--- src/rtl/core/rrdwd_pkg.sv ---
`timescale 1ns / 1ps
`default_nettype none
// -----------------------------------------------------------------------------
// Round robin domain dispatcher package
// Field widths, limits, command and error codes shared by the dispatcher files.
// -----------------------------------------------------------------------------
package rrdwd_pkg;

  localparam int unsigned TableDepthDef = 8;
  localparam int unsigned IdBitsDef     = 16;

  localparam int unsigned CmdW   = 3;
  localparam int unsigned IdW    = 16;
  localparam int unsigned WorkW  = 15;
  localparam int unsigned PendW  = 16;
  localparam int unsigned RunW   = 15;
  localparam int unsigned StartW = 5;
  localparam int unsigned ErrW   = 2;

  localparam logic [StartW-1:0] StartLimit    = 5'd16;
  localparam logic [WorkW-1:0]  WorkLimit     = 15'h7FFF;
  localparam logic [PendW-1:0]  PendLimit     = 16'hFFFF;
  localparam logic [RunW-1:0]   RunLimit      = 15'h7FFF;
  localparam logic [WorkW-1:0]  MaxWorkersRst = 15'd8;

  typedef enum logic [CmdW-1:0] {
    CmdRequest     = 3'd0,
    CmdWorkerStart = 3'd1,
    CmdFetch       = 3'd2,
    CmdJobDone     = 3'd3,
    CmdWorkerExit  = 3'd4,
    CmdRemove      = 3'd5
  } cmd_e;

  typedef enum logic [ErrW-1:0] {
    ErrNone      = 2'd0,
    ErrFull      = 2'd1,
    ErrUnderflow = 2'd2,
    ErrOverflow  = 2'd3
  } err_e;

  typedef struct packed {
    logic             accepted;
    logic             wake_worker;
    logic [IdW-1:0]   grant_domain;
    logic             entry_removed;
    logic             was_busy;
    logic [WorkW-1:0] available_workers;
    err_e             error_code;
  } result_t;

endpackage
`default_nettype wire

--- src/rtl/core/rrdwd_in_if.sv ---
`timescale 1ns / 1ps
`default_nettype none
// -----------------------------------------------------------------------------
// Dispatcher command channel
// Valid/ready channel that carries one command beat into the dispatcher.
// -----------------------------------------------------------------------------
interface rrdwd_in_if;
  import rrdwd_pkg::*;

  logic            valid;
  logic            ready;
  logic [CmdW-1:0] command;
  logic [IdW-1:0]  domain_id;
  logic [IdW-1:0]  prev_domain;
  logic            prev_valid;
  logic            unloading;

  modport source (output valid, output command, output domain_id, output prev_domain,
                  output prev_valid, output unloading, input ready);
  modport sink   (input valid, input command, input domain_id, input prev_domain,
                  input prev_valid, input unloading, output ready);
endinterface
`default_nettype wire

--- src/rtl/core/rrdwd_out_if.sv ---
`timescale 1ns / 1ps
`default_nettype none
// -----------------------------------------------------------------------------
// Dispatcher result channel
// Valid/ready channel that carries one result beat out of the dispatcher.
// -----------------------------------------------------------------------------
interface rrdwd_out_if;
  import rrdwd_pkg::*;

  logic             valid;
  logic             ready;
  logic             accepted;
  logic             wake_worker;
  logic [IdW-1:0]   grant_domain;
  logic             entry_removed;
  logic             was_busy;
  logic [WorkW-1:0] available_workers;
  logic [ErrW-1:0]  error_code;

  modport source (output valid, output accepted, output wake_worker, output grant_domain,
                  output entry_removed, output was_busy, output available_workers,
                  output error_code, input ready);
  modport sink   (input valid, input accepted, input wake_worker, input grant_domain,
                  input entry_removed, input was_busy, input available_workers,
                  input error_code, output ready);
endinterface
`default_nettype wire

--- src/rtl/core/round_robin_domain_work_dispatcher.sv ---
`timescale 1ns / 1ps
`default_nettype none
// -----------------------------------------------------------------------------
// Round robin domain work dispatcher
// Ordered table of requester domains with pending and running job counts.
// -----------------------------------------------------------------------------
// The dispatcher takes one command beat at a time and answers each with exactly
// one result beat. The domain table has one read and one write address, and a
// small sequencer walks it one entry per cycle: a lookup of the named domain, a
// step to act, then either a round robin scan for pending work or a shift of
// later entries after a removal, and a step that hands the result to the output
// register, which waits while that register still holds a result not yet taken.
// The command channel is ready again once the result has moved into the output
// register, even while that result still waits to be taken.
// max_workers may only be written while no command is in flight.
module round_robin_domain_work_dispatcher #(
  parameter int unsigned TABLE_DEPTH = rrdwd_pkg::TableDepthDef,
  parameter int unsigned ID_BITS     = rrdwd_pkg::IdBitsDef
) (
  input  logic                        clk_i,
  input  logic                        rst_ni,
  input  logic                        cfg_we_i,
  input  logic [rrdwd_pkg::WorkW-1:0] cfg_wdata_i,
  rrdwd_in_if.sink                    req_i,
  rrdwd_out_if.source                 rsp_o
);
  import rrdwd_pkg::*;

  localparam int unsigned IdxW = (TABLE_DEPTH > 1) ? $clog2(TABLE_DEPTH) : 1;
  localparam int unsigned CntW = $clog2(TABLE_DEPTH + 1);
  localparam logic [CntW-1:0] Depth = CntW'(TABLE_DEPTH);
  localparam logic [IdW-1:0] IdMask =
      (ID_BITS >= IdW) ? {IdW{1'b1}} : IdW'((64'd1 << ID_BITS) - 64'd1);

  typedef enum logic [2:0] {
    StIdle,
    StFind,
    StAct,
    StScan,
    StShift,
    StDone
  } state_e;

  state_e            state_q, state_d;
  cmd_e              cmd_q, cmd_d;
  logic [IdW-1:0]    dom_q, dom_d;
  logic [IdW-1:0]    prev_q, prev_d;
  logic              prev_ok_q, prev_ok_d;
  logic              unl_q, unl_d;
  logic [CntW-1:0]   cnt_q, cnt_d;
  logic [CntW-1:0]   ptr_q, ptr_d;
  logic [IdxW-1:0]   hit_q, hit_d;
  logic              found_q, found_d;
  result_t           res_q, res_d;
  result_t           out_q, out_d;
  logic              out_valid_q, out_valid_d;
  logic [CntW-1:0]   slot_count_q, slot_count_d;
  logic [StartW-1:0] starting_q, starting_d;
  logic [WorkW-1:0]  working_q, working_d;
  logic [WorkW-1:0]  max_workers_q, max_workers_d;

  // Domain table: one read and one write address per cycle.
  logic [IdW-1:0]   slot_domain_q  [TABLE_DEPTH];
  logic [PendW-1:0] slot_pending_q [TABLE_DEPTH];
  logic [RunW-1:0]  slot_running_q [TABLE_DEPTH];

  logic [IdxW-1:0]  rd_idx;
  logic [IdW-1:0]   rd_dom;
  logic [PendW-1:0] rd_pend;
  logic [RunW-1:0]  rd_run;
  logic             wr_en;
  logic [IdxW-1:0]  wr_idx;
  logic [IdW-1:0]   wr_dom;
  logic [PendW-1:0] wr_pend;
  logic [RunW-1:0]  wr_run;

  logic [CntW-1:0]  ptr_inc;
  logic [CntW-1:0]  scan_start;
  logic [IdW-1:0]   find_key;
  logic             need_find;
  logic [WorkW-1:0] avail;

  assign ptr_inc    = ptr_q + 1'b1;
  assign scan_start = found_q ? (CntW'(hit_q) + 1'b1) : '0;
  assign find_key   = (cmd_q == CmdFetch) ? prev_q : dom_q;
  assign need_find  = (cmd_q == CmdRequest) || (cmd_q == CmdJobDone) ||
                      (cmd_q == CmdRemove) || ((cmd_q == CmdFetch) && prev_ok_q);
  assign avail      = (max_workers_q > working_q) ? (max_workers_q - working_q) : '0;

  always_comb begin
    case (state_q)
      StFind:  rd_idx = cnt_q[IdxW-1:0];
      StAct:   rd_idx = hit_q;
      StScan:  rd_idx = ptr_q[IdxW-1:0];
      StShift: rd_idx = ptr_inc[IdxW-1:0];
      default: rd_idx = cnt_q[IdxW-1:0];
    endcase
  end

  assign rd_dom  = slot_domain_q[rd_idx];
  assign rd_pend = slot_pending_q[rd_idx];
  assign rd_run  = slot_running_q[rd_idx];

  always_comb begin
    state_d       = state_q;
    cmd_d         = cmd_q;
    dom_d         = dom_q;
    prev_d        = prev_q;
    prev_ok_d     = prev_ok_q;
    unl_d         = unl_q;
    cnt_d         = cnt_q;
    ptr_d         = ptr_q;
    hit_d         = hit_q;
    found_d       = found_q;
    res_d         = res_q;
    out_d         = out_q;
    slot_count_d  = slot_count_q;
    starting_d    = starting_q;
    working_d     = working_q;
    max_workers_d = cfg_we_i ? cfg_wdata_i : max_workers_q;
    out_valid_d   = out_valid_q && !rsp_o.ready;
    wr_en         = 1'b0;
    wr_idx        = rd_idx;
    wr_dom        = rd_dom;
    wr_pend       = rd_pend;
    wr_run        = rd_run;

    case (state_q)
      StIdle: begin
        if (req_i.valid) begin
          cmd_d     = cmd_e'(req_i.command);
          dom_d     = req_i.domain_id & IdMask;
          prev_d    = req_i.prev_domain & IdMask;
          prev_ok_d = req_i.prev_valid;
          unl_d     = req_i.unloading;
          cnt_d     = '0;
          found_d   = 1'b0;
          res_d     = '0;
          state_d   = StFind;
        end
      end

      StFind: begin
        if (!need_find || (cnt_q == slot_count_q)) begin
          state_d = StAct;
        end else if (rd_dom == find_key) begin
          found_d = 1'b1;
          hit_d   = cnt_q[IdxW-1:0];
          state_d = StAct;
        end else begin
          cnt_d = cnt_q + 1'b1;
        end
      end

      StAct: begin
        state_d = StDone;
        case (cmd_q)
          CmdRequest: begin
            if (!unl_q) begin
              if (!found_q && (slot_count_q >= Depth)) begin
                res_d.error_code = ErrFull;
              end else begin
                wr_en = 1'b1;
                if (found_q) begin
                  wr_idx  = hit_q;
                  wr_pend = (rd_pend != PendLimit) ? (rd_pend + 1'b1) : rd_pend;
                end else begin
                  wr_idx       = slot_count_q[IdxW-1:0];
                  wr_dom       = dom_q;
                  wr_pend      = PendW'(1);
                  wr_run       = '0;
                  slot_count_d = slot_count_q + 1'b1;
                end
                res_d.accepted = 1'b1;
                if (starting_q != StartLimit) begin
                  starting_d        = starting_q + 1'b1;
                  res_d.wake_worker = 1'b1;
                end
              end
            end
          end
          CmdWorkerStart: begin
            if (working_q == WorkLimit) begin
              res_d.error_code = ErrOverflow;
            end else if (starting_q == '0) begin
              res_d.error_code = ErrUnderflow;
            end else begin
              starting_d = starting_q - 1'b1;
              working_d  = working_q + 1'b1;
            end
          end
          CmdWorkerExit: begin
            if (working_q == '0) begin
              res_d.error_code = ErrUnderflow;
            end else begin
              working_d = working_q - 1'b1;
            end
          end
          CmdJobDone: begin
            if (!found_q || (rd_run == '0)) begin
              res_d.error_code = ErrUnderflow;
            end else begin
              wr_en  = 1'b1;
              wr_idx = hit_q;
              wr_run = rd_run - 1'b1;
              // The entry goes idle while its domain unloads: drop it.
              if ((rd_pend == '0) && (rd_run == RunW'(1)) && unl_q) begin
                res_d.entry_removed = 1'b1;
                ptr_d               = CntW'(hit_q);
                state_d             = StShift;
              end
            end
          end
          CmdRemove: begin
            if (found_q) begin
              res_d.was_busy      = (rd_pend != '0) || (rd_run != '0);
              res_d.entry_removed = 1'b1;
              ptr_d               = CntW'(hit_q);
              state_d             = StShift;
            end
          end
          CmdFetch: begin
            if (slot_count_q != '0) begin
              // Start just after the previous domain, wrapping past the end.
              ptr_d   = (scan_start == slot_count_q) ? '0 : scan_start;
              cnt_d   = '0;
              state_d = StScan;
            end
          end
          default: begin
          end
        endcase
      end

      StScan: begin
        if (cnt_q == slot_count_q) begin
          state_d = StDone;
        end else if (rd_pend != '0) begin
          wr_en              = 1'b1;
          wr_idx             = ptr_q[IdxW-1:0];
          wr_pend            = rd_pend - 1'b1;
          wr_run             = (rd_run != RunLimit) ? (rd_run + 1'b1) : rd_run;
          res_d.accepted     = 1'b1;
          res_d.grant_domain = rd_dom;
          state_d            = StDone;
        end else begin
          cnt_d = cnt_q + 1'b1;
          ptr_d = (ptr_inc == slot_count_q) ? '0 : ptr_inc;
        end
      end

      StShift: begin
        if (ptr_inc < slot_count_q) begin
          wr_en  = 1'b1;
          wr_idx = ptr_q[IdxW-1:0];
          ptr_d  = ptr_inc;
        end else begin
          slot_count_d = slot_count_q - 1'b1;
          state_d      = StDone;
        end
      end

      StDone: begin
        if (!out_valid_q || rsp_o.ready) begin
          out_d                   = res_q;
          out_d.available_workers = avail;
          out_valid_d             = 1'b1;
          state_d                 = StIdle;
        end
      end

      default: begin
        state_d = StIdle;
      end
    endcase
  end

  always_ff @(posedge clk_i or negedge rst_ni) begin
    if (!rst_ni) begin
      state_q       <= StIdle;
      cmd_q         <= CmdRequest;
      dom_q         <= '0;
      prev_q        <= '0;
      prev_ok_q     <= 1'b0;
      unl_q         <= 1'b0;
      cnt_q         <= '0;
      ptr_q         <= '0;
      hit_q         <= '0;
      found_q       <= 1'b0;
      res_q         <= '0;
      out_q         <= '0;
      out_valid_q   <= 1'b0;
      slot_count_q  <= '0;
      starting_q    <= '0;
      working_q     <= '0;
      max_workers_q <= MaxWorkersRst;
    end else begin
      state_q       <= state_d;
      cmd_q         <= cmd_d;
      dom_q         <= dom_d;
      prev_q        <= prev_d;
      prev_ok_q     <= prev_ok_d;
      unl_q         <= unl_d;
      cnt_q         <= cnt_d;
      ptr_q         <= ptr_d;
      hit_q         <= hit_d;
      found_q       <= found_d;
      res_q         <= res_d;
      out_q         <= out_d;
      out_valid_q   <= out_valid_d;
      slot_count_q  <= slot_count_d;
      starting_q    <= starting_d;
      working_q     <= working_d;
      max_workers_q <= max_workers_d;
    end
  end

  // Entries at or above slot_count are never used, so the table needs no reset.
  always_ff @(posedge clk_i) begin
    if (wr_en) begin
      slot_domain_q[wr_idx]  <= wr_dom;
      slot_pending_q[wr_idx] <= wr_pend;
      slot_running_q[wr_idx] <= wr_run;
    end
  end

  assign req_i.ready             = (state_q == StIdle);
  assign rsp_o.valid             = out_valid_q;
  assign rsp_o.accepted          = out_q.accepted;
  assign rsp_o.wake_worker       = out_q.wake_worker;
  assign rsp_o.grant_domain      = out_q.grant_domain;
  assign rsp_o.entry_removed     = out_q.entry_removed;
  assign rsp_o.was_busy          = out_q.was_busy;
  assign rsp_o.available_workers = out_q.available_workers;
  assign rsp_o.error_code        = out_q.error_code;

endmodule
`default_nettype wire

--- src/flat_wrapper.sv ---
// flat-port wrapper written by rule: the top's interface ports become plain ports
module round_robin_domain_work_dispatcher_flat import rrdwd_pkg::*;
#(
  parameter int unsigned TABLE_DEPTH = rrdwd_pkg::TableDepthDef,
  parameter int unsigned ID_BITS     = rrdwd_pkg::IdBitsDef
)
  (clk_i, rst_ni, cfg_we_i, cfg_wdata_i, req_i_valid, req_i_command, req_i_domain_id, req_i_prev_domain, req_i_prev_valid, req_i_unloading, req_i_ready, rsp_o_valid, rsp_o_accepted, rsp_o_wake_worker, rsp_o_grant_domain, rsp_o_entry_removed, rsp_o_was_busy, rsp_o_available_workers, rsp_o_error_code, rsp_o_ready);
  rrdwd_in_if req_i_i ();
  rrdwd_out_if rsp_o_i ();
  input  logic clk_i;
  input  logic rst_ni;
  input  logic cfg_we_i;
  input  logic [rrdwd_pkg::WorkW-1:0] cfg_wdata_i;
  input wire logic [$bits(req_i_i.valid)-1:0] req_i_valid;
  input wire logic [$bits(req_i_i.command)-1:0] req_i_command;
  input wire logic [$bits(req_i_i.domain_id)-1:0] req_i_domain_id;
  input wire logic [$bits(req_i_i.prev_domain)-1:0] req_i_prev_domain;
  input wire logic [$bits(req_i_i.prev_valid)-1:0] req_i_prev_valid;
  input wire logic [$bits(req_i_i.unloading)-1:0] req_i_unloading;
  output wire logic [$bits(req_i_i.ready)-1:0] req_i_ready;
  output wire logic [$bits(rsp_o_i.valid)-1:0] rsp_o_valid;
  output wire logic [$bits(rsp_o_i.accepted)-1:0] rsp_o_accepted;
  output wire logic [$bits(rsp_o_i.wake_worker)-1:0] rsp_o_wake_worker;
  output wire logic [$bits(rsp_o_i.grant_domain)-1:0] rsp_o_grant_domain;
  output wire logic [$bits(rsp_o_i.entry_removed)-1:0] rsp_o_entry_removed;
  output wire logic [$bits(rsp_o_i.was_busy)-1:0] rsp_o_was_busy;
  output wire logic [$bits(rsp_o_i.available_workers)-1:0] rsp_o_available_workers;
  output wire logic [$bits(rsp_o_i.error_code)-1:0] rsp_o_error_code;
  input wire logic [$bits(rsp_o_i.ready)-1:0] rsp_o_ready;
  assign req_i_i.valid = req_i_valid;
  assign req_i_i.command = req_i_command;
  assign req_i_i.domain_id = req_i_domain_id;
  assign req_i_i.prev_domain = req_i_prev_domain;
  assign req_i_i.prev_valid = req_i_prev_valid;
  assign req_i_i.unloading = req_i_unloading;
  assign req_i_ready = req_i_i.ready;
  assign rsp_o_valid = rsp_o_i.valid;
  assign rsp_o_accepted = rsp_o_i.accepted;
  assign rsp_o_wake_worker = rsp_o_i.wake_worker;
  assign rsp_o_grant_domain = rsp_o_i.grant_domain;
  assign rsp_o_entry_removed = rsp_o_i.entry_removed;
  assign rsp_o_was_busy = rsp_o_i.was_busy;
  assign rsp_o_available_workers = rsp_o_i.available_workers;
  assign rsp_o_error_code = rsp_o_i.error_code;
  assign rsp_o_i.ready = rsp_o_ready;
  round_robin_domain_work_dispatcher #(.TABLE_DEPTH(TABLE_DEPTH), .ID_BITS(ID_BITS)) u_core (.clk_i(clk_i), .rst_ni(rst_ni), .cfg_we_i(cfg_we_i), .cfg_wdata_i(cfg_wdata_i), .req_i(req_i_i), .rsp_o(rsp_o_i));
endmodule
--- config.mk ---
export PLATFORM = sky130hd
export DESIGN_NAME = round_robin_domain_work_dispatcher_flat
export DESIGN_NICKNAME = d
export VERILOG_FILES = /design/src/rtl/core/rrdwd_pkg.sv /design/src/rtl/core/rrdwd_in_if.sv /design/src/rtl/core/rrdwd_out_if.sv /design/src/rtl/core/round_robin_domain_work_dispatcher.sv /design/src/flat_wrapper.sv
export SDC_FILE = /design/constraint.sdc
export NUM_CORES = 1
export LEC_CHECK = 0
export BUFFER_PORTS_ARGS = -buffer_cell sky130_fd_sc_hd__buf_2
export CORE_ASPECT_RATIO = 1.2
export CORE_MARGIN = 2
export CORE_UTILIZATION = 50
export DETAILED_ROUTE_END_ITERATION = 7
export PLACE_DENSITY = 0.8
export SYNTH_ARGS = -nofsm -noshare
export SYNTH_HDL_FRONTEND = slang
export SYNTH_SLANG_ARGS = --single-unit
--- constraint.sdc ---
create_clock -name clk_i -period 6.45 [get_ports clk_i]
set_clock_uncertainty 0.2 [all_clocks]
set_input_delay 1.29 -clock clk_i [delete_from_list [all_inputs] [get_ports clk_i]]
set_output_delay 1.29 -clock clk_i [all_outputs]
set_load 0.02 [all_outputs]
After elaboration in Yosys (flattened, before gate mapping):

Memories as Yosys holds them, arrays and structs flattened.
Cells that the tools add are included.

* register bits: 151
* memory bits (writable): 376
* input bits: 57
* output and inout bits: 39
* logic and storage cells: 282
* memories kept: 3

* add/sub/neg operators: 14
* magnitude comparators: 3
* equality and inequality tests: 58
* muxes and demuxes: 125
* bitwise gates (word level): 1
* reductions and logical operators: 50

Memory list
* u_core.slot_domain_q: words 8, bits a word 16, read ports 1, clocked after memory_dff 0, write ports 1, line round_robin_domain_work_dispatcher.sv:63 `logic [IdW-1:0] slot_domain_q [TABLE_DEPTH];`
* u_core.slot_pending_q: words 8, bits a word 16, read ports 1, clocked after memory_dff 0, write ports 1, line round_robin_domain_work_dispatcher.sv:64 `logic [PendW-1:0] slot_pending_q [TABLE_DEPTH];`
* u_core.slot_running_q: words 8, bits a word 15, read ports 1, clocked after memory_dff 0, write ports 1, line round_robin_domain_work_dispatcher.sv:65 `logic [RunW-1:0] slot_running_q [TABLE_DEPTH];`

Operators with widths (count)
* 2-to-1 mux 16 bit: 15
* 2-to-1 mux 15 bit: 11
* one-hot mux 15 bit (2 select lines): 3
* 2-to-1 mux 4 bit: 22
* one-hot mux 16 bit (2 select lines): 2
* 2-to-1 mux 3 bit: 16
* 2-to-1 mux 37 bit: 1
* adder 15 x 1 -> 15 bit, second input constant: 2
* zero test 15 bit: 2
* != test 2 bit, second input constant: 15
* subtractor 15 x 1 -> 15 bit, second input constant: 2
* one-hot mux 3 bit (3 select lines): 3
* 2-to-1 mux 5 bit: 5
* one-hot mux 4 bit (3 select lines): 2
* 2-to-1 mux 1 bit: 21
* 2-to-1 mux 2 bit: 10
* != test 2 x 1 -> 1 bit, second input constant: 10
* != test 3 bit, second input constant: 6
* one-hot mux 3 bit (6 select lines): 1
* AND reduction 6 bit: 3
* adder 16 x 1 -> 16 bit, second input constant: 1
* == test 16 bit: 1
* zero test 16 bit: 1
* != test 16 bit, second input constant: 1
* 49 further kinds: 95

Logic depth before layout (Yosys ltp):

Gate-level depths: netlist (run 1).
An unclocked memory read counts as a cell.

* depth in word-level cells: 10
* depth in mapped cells: 22

Least setup slack after synthesis (run 1):

Ideal clock, no wire load.

* path kind: reg-to-reg
* start point: register u_core.state_q[2]
* end point: memory u_core.slot_domain_q[6][0] (enable)
* arrival: 5.755 ns
* data required time: 5.799 ns
* slack: 0.044 ns
* cell stages (with the launch flop): 21
* clock period less this slack: 6.406 ns
* cell sequence: dfrtp_1 -> buf_6 -> a221oi_2 -> o22a_1 -> buf_4 -> buf_8 -> buf_6 -> buf_6 -> buf_6 -> mux2_1 -> o22ai_1 -> a221oi_2 -> inv_1 -> ha_1 -> inv_1 -> nor3_1 -> a41oi_2 -> and2_4 -> a211o_1 -> or2_1 -> nor2_1

* cells in the longest elaborated chain, start to end: 10
* elaborated cells on any way between the ends: 24

RTL lines
* start, declared: line round_robin_domain_work_dispatcher.sv:44 `state_e state_q, state_d;`
* start signal, assigned: line round_robin_domain_work_dispatcher.sv:280 `state_q <= StIdle;`
* start signal, assigned: line round_robin_domain_work_dispatcher.sv:298 `state_q <= state_d;`
* == test 3 bit / == test 3 x 2 -> 1 bit (equally long branches): line round_robin_domain_work_dispatcher.sv:91, round_robin_domain_work_dispatcher.sv:128
* one-hot mux 3 bit (3 select lines): line round_robin_domain_work_dispatcher.sv:91 `case (state_q)`
* memory read (8 x 15 bit)
* zero test 15 bit: line round_robin_domain_work_dispatcher.sv:200 `if (!found_q || (rd_run == '0)) begin`
* logical OR 1 bit: line round_robin_domain_work_dispatcher.sv:200
* 2-to-1 mux 1 bit: line round_robin_domain_work_dispatcher.sv:200
* one-hot mux 1 bit (2 select lines): line round_robin_domain_work_dispatcher.sv:157 `case (cmd_q)`
* one-hot mux 1 bit (3 select lines): line round_robin_domain_work_dispatcher.sv:128 `case (state_q)`
* 2-to-1 mux 1 bit: line round_robin_domain_work_dispatcher.sv:320 `if (wr_en) begin`
* 2-to-1 mux 1 bit (implied by the code): line round_robin_domain_work_dispatcher.sv:321 `slot_domain_q[wr_idx] <= wr_dom;`
* end, declared: line round_robin_domain_work_dispatcher.sv:63

Several ways; a longest one is shown, not always the timed one.

Final worst setup path (run 1):

* start point: register u_core.state_q[2]
* end point: memory u_core.slot_pending_q[3][14] (data pin)

* cells in the longest elaborated chain, start to end: 10
* elaborated cells on any way between the ends: 17

RTL lines
* == test 3 bit / == test 3 x 2 -> 1 bit (equally long branches): line round_robin_domain_work_dispatcher.sv:91, round_robin_domain_work_dispatcher.sv:128
* one-hot mux 3 bit (3 select lines): line round_robin_domain_work_dispatcher.sv:91
* memory read (8 x 16 bit)
* adder 16 x 1 -> 16 bit / != test 16 bit (equally long branches): line round_robin_domain_work_dispatcher.sv:166 `wr_pend = (rd_pend != PendLimit) ? (rd_pend + 1'b1) : rd_pend;`
* 2-to-1 mux 16 bit: line round_robin_domain_work_dispatcher.sv:166
* 2-to-1 mux 16 bit: line round_robin_domain_work_dispatcher.sv:164 `if (found_q) begin`
* 2-to-1 mux 16 bit: line round_robin_domain_work_dispatcher.sv:160 `if (!found_q && (slot_count_q >= Depth)) begin`
* 2-to-1 mux 16 bit: line round_robin_domain_work_dispatcher.sv:159 `if (!unl_q) begin`
* 2-to-1 mux 16 bit: line round_robin_domain_work_dispatcher.sv:157
* one-hot mux 16 bit (2 select lines) (*): line round_robin_domain_work_dispatcher.sv:128
* named net u_core.wr_pend[14]: line round_robin_domain_work_dispatcher.sv:74 `logic [PendW-1:0] wr_pend;`
* end, declared: line round_robin_domain_work_dispatcher.sv:64

The timed path passes the listed nets; every way through them passes the cells marked *.

==> metrics.md, run 1 <==
| Metric | Value |
|---|---|
| Metal-1 WL | `25700 um` |
| Crit path cell chain | `nor2_1 > a311oi_1 > o22a_4 > buf_12 > buf_12 > mux2_2 > o22ai_1 > a221oi_2 > nor4_4 > and4_1 > nor4_2 > nand2_1 > a21boi_0 > mux2i_1` |
| Row cnt | `91` |
| Die width | `213 um` |
| Gate Count Post-Synth | `2048` |
| Post-CTS resize count | `0` |
| Leakage power | `11.2 nW` |
| Placer congestion estimate | `0.959` |
| Sequential power share | `0.341` |
| Max-Cap Viols | `0` |
| Reported net switching power | `6.64 mW` |
| Cts hold-fix bufs | `0` |
| Global-route wire length before repair | `99300 um` |
| WP data required | `6.53 ns` |
| Net Count, Synth | `2156` |
| Met2 wire len | `32600 um` |
| DRT iter0 DRCs | `1742` |
| Vias | `17500` |
| CP dominant cell by count | `buf_12` |
| # DRC | `0` |
| GR Util All Layers | `0.239` |
| Synth cell types | `106` |
| Post-Route WL | `64600 um` |
| Setup Buffers After CTS | `0` |
| Avg WL per Cell | `22.3 um` |
| Count leader, synth | `edfxtp_1` |
| Synth area leader | `edfxtp_1` |
| Top cells by count, synth | `376 x edfxtp_1, 243 x nand2_1, 196 x mux2i_1, 150 x dfrtp_1, 134 x nor2_1` |
| Unrepaired setup endpoints after global routing | `false` |
| Top Layer Used | `met4` |
| CTS tree | `built` |
| Yosys reg bits | `527` |
| Final WS setup | `0.420 ns` |
| Fraction of final layout cells sized beyond drive strength 1 | `0.198` |
| Hold Crit Class | `reg2reg` |
| Htree depth | `2` |
| Inserted Clock Buffers | `51` |
| VDD IR max | `0.000315 V` |
| Main synth FF type | `edfxtp_1` |
| Die area | `54000 um^2` |
| Syn-to-layout area delta | `12.3%` |
| Max Fanout on Critical Path | `45` |
| Slowest CP cell | `dfrtp_1` |
| Synth warnings | `0` |
| Int Power | `9.77 mW` |
| Power Total | `16.4 mW` |
| Synth area leaders | `edfxtp_1 43%, dfrtp_1 14%, mux2i_1 7.5%` |
| DIE HEIGHT | `254 um` |
| Clock root buffer | `clkbuf_16` |
| Crit start category | `flop` |
| Slew Viols, Final | `0` |
| CP max stage delay | `0.83 ns` |
| Arr. time, crit path | `6.11 ns` |
| Overflow left after global routing | `0` |
| Gate power share | `0.461` |
| Worst-margin pin slew | `1.02 ns` |
| DP Worst Slack | `0.601 ns` |
| Clock power frac | `0.198` |
| CP delay by family, top | `compound AO/OA/AOI/OAI gates` |
| Via density | `6.04` |
| Worst Setup Path Type | `reg2reg` |
| Sequential share of the synthesized area | `0.578` |
| Vias in the first global route | `17500` |
| Clock tree buffer depth | `3` |
| Io pins | `96` |
| Initial antenna violation count | `0` |
| Final hold violations | `0` |
| Starting Density | `0.507` |
| Clock sink count | `527` |
| Post-DP HPWL | `43600 um` |
| Post-synth top area share | `0.433` |
| Worst rel slew slack | `0.311` |
| Mapped cell area | `26100 um^2` |
| Critical Path Sink Type | `flop` |
| Reg clk slew, reported paths | `0.07 ns` |
| Ant diodes | `0` |
| Avg Inst Size Synth | `12.7 um^2` |
| Nets | `2268` |
| DR WL met3 | `4410 um` |
| Antenna Violating Nets Remaining | `0` |
| Setup TNS | `0 ns` |
| Net Sw Frac | `0.405` |
| PortBufs | `95` |
| FF-to-FF setup slack | `0.42 ns` |
| Achievable Freq | `166 MHz` |
| Final worst-path cycle share | `0.935` |
| DR pass1 iterations | `7` |
| Final Critical Period | `6.03 ns` |
| Buffers and inverters on the worst path | `2` |
| Ys async rst share | `0.287` |
| EDFF count, synth | `376` |
| Core area | `51500 um^2` |
| Status | `complete, no violations` |
| Later-pin clock latency in the skew report | `0.63 ns` |
| Largest net degree at the start of global routing | `100` |
| Final setup fails | `0` |
| Pwr per Cell Area | `560 nW/um^2` |
## final cells by class
class	instances	area (um^2)
fillers	4123	22200
clock buffers	58	1340
multi-input cells	1363	10300
repair buffers	152	985
clock inverters	37	518
inverters	65	244
well taps	697	872
flip-flops and latches	527	15100
## state kept, by name, indices dropped and copies added (netlist names), 4 cells and up
register / cells
u_core.cnt_q: 4
u_core.dom_q: 16
u_core.max_workers_q: 15
u_core.prev_q: 16
u_core.ptr_q: 4
u_core.res_q: 22
u_core.rsp_o.available_workers: 15
u_core.rsp_o.grant_domain: 16
u_core.slot_count_q: 4
u_core.slot_domain_q: 128
u_core.slot_pending_q: 128
u_core.slot_running_q: 120
u_core.starting_q: 5
u_core.working_q: 15
## cells by family (layout without fill, tap and decap cells)
logic type,Yosys count,in the layout,synth area share
adders and majority gates,51,51,0.0256
and+or+nand+nor,594,594,0.112
DFF,527,527,0.578
AOI/OAI and AO/OA,329,329,0.0989
muxes,322,322,0.131
buffers and inverters,158,312,0.0325
xor gates and xnor gates,67,67,0.0225
## power by group through the flow
stage               logic [mW]  clock network, mW  registers, mW
CTS                       7.47               3.29           5.59
finish                    7.56               3.25           5.60
detailed placement        7.42                  0           5.65
global route              8.12               3.42           5.66
floorplan                 5.52                  0           5.56
global placement          7.20                  0           5.62
## placed cells by master, fill, tap and decap left out, drive strengths merged, types with 30 or more instances in the layout
| cell | synthesis | layout |
|---|---|---|
| inv | 64 | 67 |
| o21ai | 69 | 69 |
| o22ai | 32 | 32 |
| nor3 | 31 | 31 |
| ha | 47 | 47 |
| xnor2 | 50 | 50 |
| mux2 | 122 | 122 |
| mux2i | 197 | 197 |
| edfxtp | 376 | 376 |
| nand2 | 245 | 245 |
| buf | 54 | 152 |
| clkbuf | 39 | 58 |
| dfrtp | 150 | 150 |
| nand4 | 30 | 30 |
| a221oi | 31 | 31 |
| nand3 | 46 | 46 |
| nor2 | 139 | 139 |
| a21oi | 67 | 67 |
## worst reg2reg max path, cell delays in order, from the launching register on
cell and delay, ns:
dfrtp_1 0.83, nor2_1 0.13, a311oi_1 0.35, o22a_4 0.50, buf_12 0.24, buf_12 0.29, mux2_2 0.27, o22ai_1 0.09
a221oi_2 0.65, nor4_4 0.13, and4_1 0.42, nor4_2 0.64, nand2_1 0.22, a21boi_0 0.17, mux2i_1 0.56
## layer usage
layer / vias up / GRT usage
met2: 699 / 0.416
met3: 141 / 0.0411
met5: - / 0
met1: 8795 / 0.303
met4: 0 / 0.0805
li1: 7889 / -
## worst paths after layout
kind	startpoint	to	cells past startpoint
max	u_core.state_q[2]	u_core.slot_pending_q[3][14]	14
min	u_core.res_q[33]	u_core.res_q[33]	2
max reg2reg	u_core.state_q[2]	u_core.slot_pending_q[3][14]	14
min reg2reg	u_core.res_q[33]	u_core.res_q[33]	2
max in group asynchronous	rst_ni	u_core.starting_q[2]	2
min in group asynchronous	rst_ni	u_core.working_q[6]	1
## stage by stage
stage          area [um^2]  hold WS, ns   util  instances
6_report             29300        0.276  0.569       2899
5_1_grt              29300        0.292  0.569       2899
4_1_cts              29300        0.279  0.569       2899
3_5_place_dp         27400        0.261  0.533       2804
3_3_place_gp         27400        0.248  0.533       2804
2_1_floorplan        26100        0.235      -       2048
Note: power is estimated with default switching activity, not from simulation.
==> run 2, diff against run 1 <==
--- a/config.mk
+++ b/config.mk
@@ -7,7 +7,6 @@
 export LEC_CHECK = 0
 export BUFFER_PORTS_ARGS = -buffer_cell sky130_fd_sc_hd__buf_2
 export CORE_ASPECT_RATIO = 1.2
-export CORE_MARGIN = 2
 export CORE_UTILIZATION = 50
 export DETAILED_ROUTE_END_ITERATION = 7
 export PLACE_DENSITY = 0.8
==> metrics.md, run 2 (synthesized netlist as in run 1, its figures left out) <==
| Metric | Value |
|---|---|
| Status | `complete, no violations` |
| Post-CTS resize count | `0 (unchanged)` |
| Max Fanout on Critical Path | `46 (+2.2%)` |
| Area of the multi-input gates | `10300 um^2 (unchanged)` |
| Leakage power | `11.2 nW (-0.51%)` |
| DRT iter0 DRCs | `1538 (-12%)` |
| Avg WL per Cell | `22.4 um (+0.49%)` |
| Clock sink count | `527 (unchanged)` |
| Hold Crit Class | `reg2reg` |
| Final setup fails | `0 (unchanged)` |
| Post-DP HPWL | `43700 um (+0.37%)` |
| WP data required | `6.56 ns (+0.03 ns)` |
| Largest net degree at the start of global routing | `91 (-9.0%)` |
| Syn-to-layout area delta | `12.0%` |
| Placed cell area | `27500 um^2 (+0.40%)` |
| Clock power frac | `0.185 (-0.013)` |
| Setup TNS | `0 ns (unchanged)` |
| Die width | `211 um (-0.94%)` |
| Via density | `6.05 (about the same)` |
| Worst-margin pin slew | `1.08 ns (+0.0587 ns)` |
| Final WS setup | `0.391 ns (-0.0294 ns)` |
| Achievable Freq | `165 MHz (-0.48%)` |
| VDD IR max | `0.000305 V (-3.2%)` |
| Net Sw Frac | `0.408 (+0.00319)` |
| Final hold violations | `0 (unchanged)` |
| Clock root buffer | `clkbuf_16` |
| Placer congestion estimate | `0.961 (+0.20%)` |
| Commonest non-fill, non-tap cell in the layout | `edfxtp_1` |
| Area occupied by registers | `15100 um^2 (unchanged)` |
| Arr. time, crit path | `6.16 ns (+0.05 ns)` |
| Final worst-path cycle share | `0.939 (+0.00456)` |
| PortBufs | `95 (unchanged)` |
| # DRC | `0 (unchanged)` |
| Max-Cap Viols | `0 (unchanged)` |
| Min-delay src | `u_core.res_q[25]` |
| Crit start category | `flop` |
| Worst Setup Path Type | `reg2reg` |
| Slew Viols, Final | `0 (unchanged)` |
| Overflow left after global routing | `0 (unchanged)` |
| Global-route wire length before repair | `100000 um (+1.0%)` |
| Starting Density | `0.507 (unchanged)` |
| CTS tree | `built` |
| Final instance area | `29200 um^2 (-0.25%)` |
| Sequential power share | `0.344 (+0.003)` |
| Largest regs | `u_core.slot_domain_q (128), u_core.slot_pending_q (128), u_core.slot_running_q (120)` |
| Die area | `53100 um^2 (-1.7%)` |
| Setup Buffers After CTS | `0 (unchanged)` |
| Inserted Clock Buffers | `49 (-3.9%)` |
| RR Startpoint | `u_core.state_q[2]` |
| Row cnt | `91 (unchanged)` |
| Initial antenna violation count | `2 (+2)` |
| Htree depth | `2 (unchanged)` |
| Fraction of final layout cells sized beyond drive strength 1 | `0.190 (-0.00720)` |
| DR pass1 iterations | `5 (-2)` |
| DP Worst Slack | `0.564 ns (-0.0373 ns)` |
| Reg clk slew, reported paths | `0.07 ns (about the same)` |
| Hold Path Depth | `2 (unchanged)` |
| Nets | `2264 (-0.18%)` |
| Pwr per Cell Area | `557 nW/um^2 (-0.57%)` |
| Reported net switching power | `6.63 mW (about the same)` |
| Cts hold-fix bufs | `0 (unchanged)` |
| Gate power share | `0.471 (+0.010)` |
| Hold EP | `u_core.res_q[25]` |
| FF-to-FF setup slack | `0.39 ns (-0.03 ns)` |
| Later-pin clock latency in the skew report | `0.60 ns (-0.03 ns)` |
| FF-to-FF End | `u_core.slot_running_q[0][5]` |
| Worst rel slew slack | `0.276 (-0.0350)` |
| Int Power | `9.64 mW (-1.3%)` |
| Post-Route WL | `64800 um (+0.32%)` |
| Core area | `51500 um^2 (unchanged)` |
| Critical Path Sink Type | `flop` |
| Worst r2r path cells | `13 (-1)` |
| Commonest cells after routing, fill and taps aside | `376 x edfxtp_1, 243 x nand2_1, 196 x mux2i_1, 150 x dfrtp_1, 126 x nor2_1` |
| Final Critical Period | `6.06 ns (+0.0294 ns)` |
| Io pins | `96 (unchanged)` |
| Vias | `17500 (-0.097%)` |
| Clock tree buffer depth | `3 (unchanged)` |
| GR Util All Layers | `0.246 (+0.00665)` |
| Antenna Violating Nets Remaining | `0 (unchanged)` |
| Unrepaired setup endpoints after global routing | `false` |
| # fillers | `4147 (+0.58%)` |
| DIE HEIGHT | `252 um (-0.79%)` |
| Vias in the first global route | `17500 (+0.14%)` |
[run 2: cell count changes in the layout (fill, tap and decap cells not counted), sizes merged]
cell / change
buf: -2
bufinv: -3
clkbuf: +3
clkinv: +2
clkinvlp: -5
diode: +1
inv: -1
[run 2: power by group through the flow]
stage	Combinational (mW)	Clock, mW	Sequential (mW)
2_1_floorplan	5.52	0	5.56
3_3_place_gp	7.37	0	5.61
3_5_place_dp	7.55	0	5.64
4_1_cts	7.60	3.05	5.58
5_1_grt	8.25	3.17	5.66
6_report	7.67	3.01	5.59
[run 2: worst max path at each step]
stage                      startpoint  slack (ns)                          end  cells after the start
finish              u_core.state_q[2]        0.39  u_core.slot_running_q[0][5]                     13
global route        u_core.state_q[2]        0.15  u_core.slot_running_q[0][5]                     13
CTS                 u_core.state_q[2]        0.51  u_core.slot_running_q[6][5]                     13
detailed placement  u_core.state_q[2]        0.56  u_core.slot_running_q[4][5]                     13
global placement    u_core.state_q[2]        0.67  u_core.slot_running_q[2][5]                     13
floorplan           u_core.state_q[2]        0.04   u_core.slot_domain_q[6][0]                     20
[run 2: worst max-delay path, cell delays in order, from the launching register on]
cell and delay, ns:
dfrtp_1 0.82, nor2_1 0.19, a221oi_2 0.32, o22a_4 0.40, buf_4 0.69, mux2i_1 0.32
mux2i_1 0.13, mux2_2 0.33, nor4_4 0.40, and4_1 0.63, or3_1 0.39, nor3b_1 0.11
or2_0 0.22, a41oi_1 0.57
[run 2: cell type report]
cell class / count / area share
clock buffers: 61 / 0.0449
well taps: 697 / 0.0298
repair buffers: 150 / 0.0375
flip-flops and latches: 527 / 0.516
multi-input cells: 1363 / 0.351
inverters: 65 / 0.00835
clock inverters: 30 / 0.0122
diodes: 1 / 0.0000856
[run 2: stage by stage]
step | hold slack, ns | util | total power, mW | instances
floorplan | 0.235 | - | 11.1 | 2048
global placement | 0.254 | 0.535 | 13.0 | 2802
detailed placement | 0.261 | 0.535 | 13.2 | 2802
CTS | 0.275 | 0.568 | 16.2 | 2893
global route | 0.303 | 0.568 | 17.1 | 2894
finish | 0.277 | 0.568 | 16.3 | 2894
[run 2: metal layers]
| metal | vias up | GRT usage | part of all wire |
|---|---|---|---|
| li1 | 7878 | - | - |
| met1 | 8820 | 0.313 | 0.40 |
| met2 | 671 | 0.423 | 0.50 |
| met3 | 136 | 0.0414 | 0.068 |
| met4 | 2 | 0.0865 | 0.030 |
| met5 | - | 0 | 0.00020 |
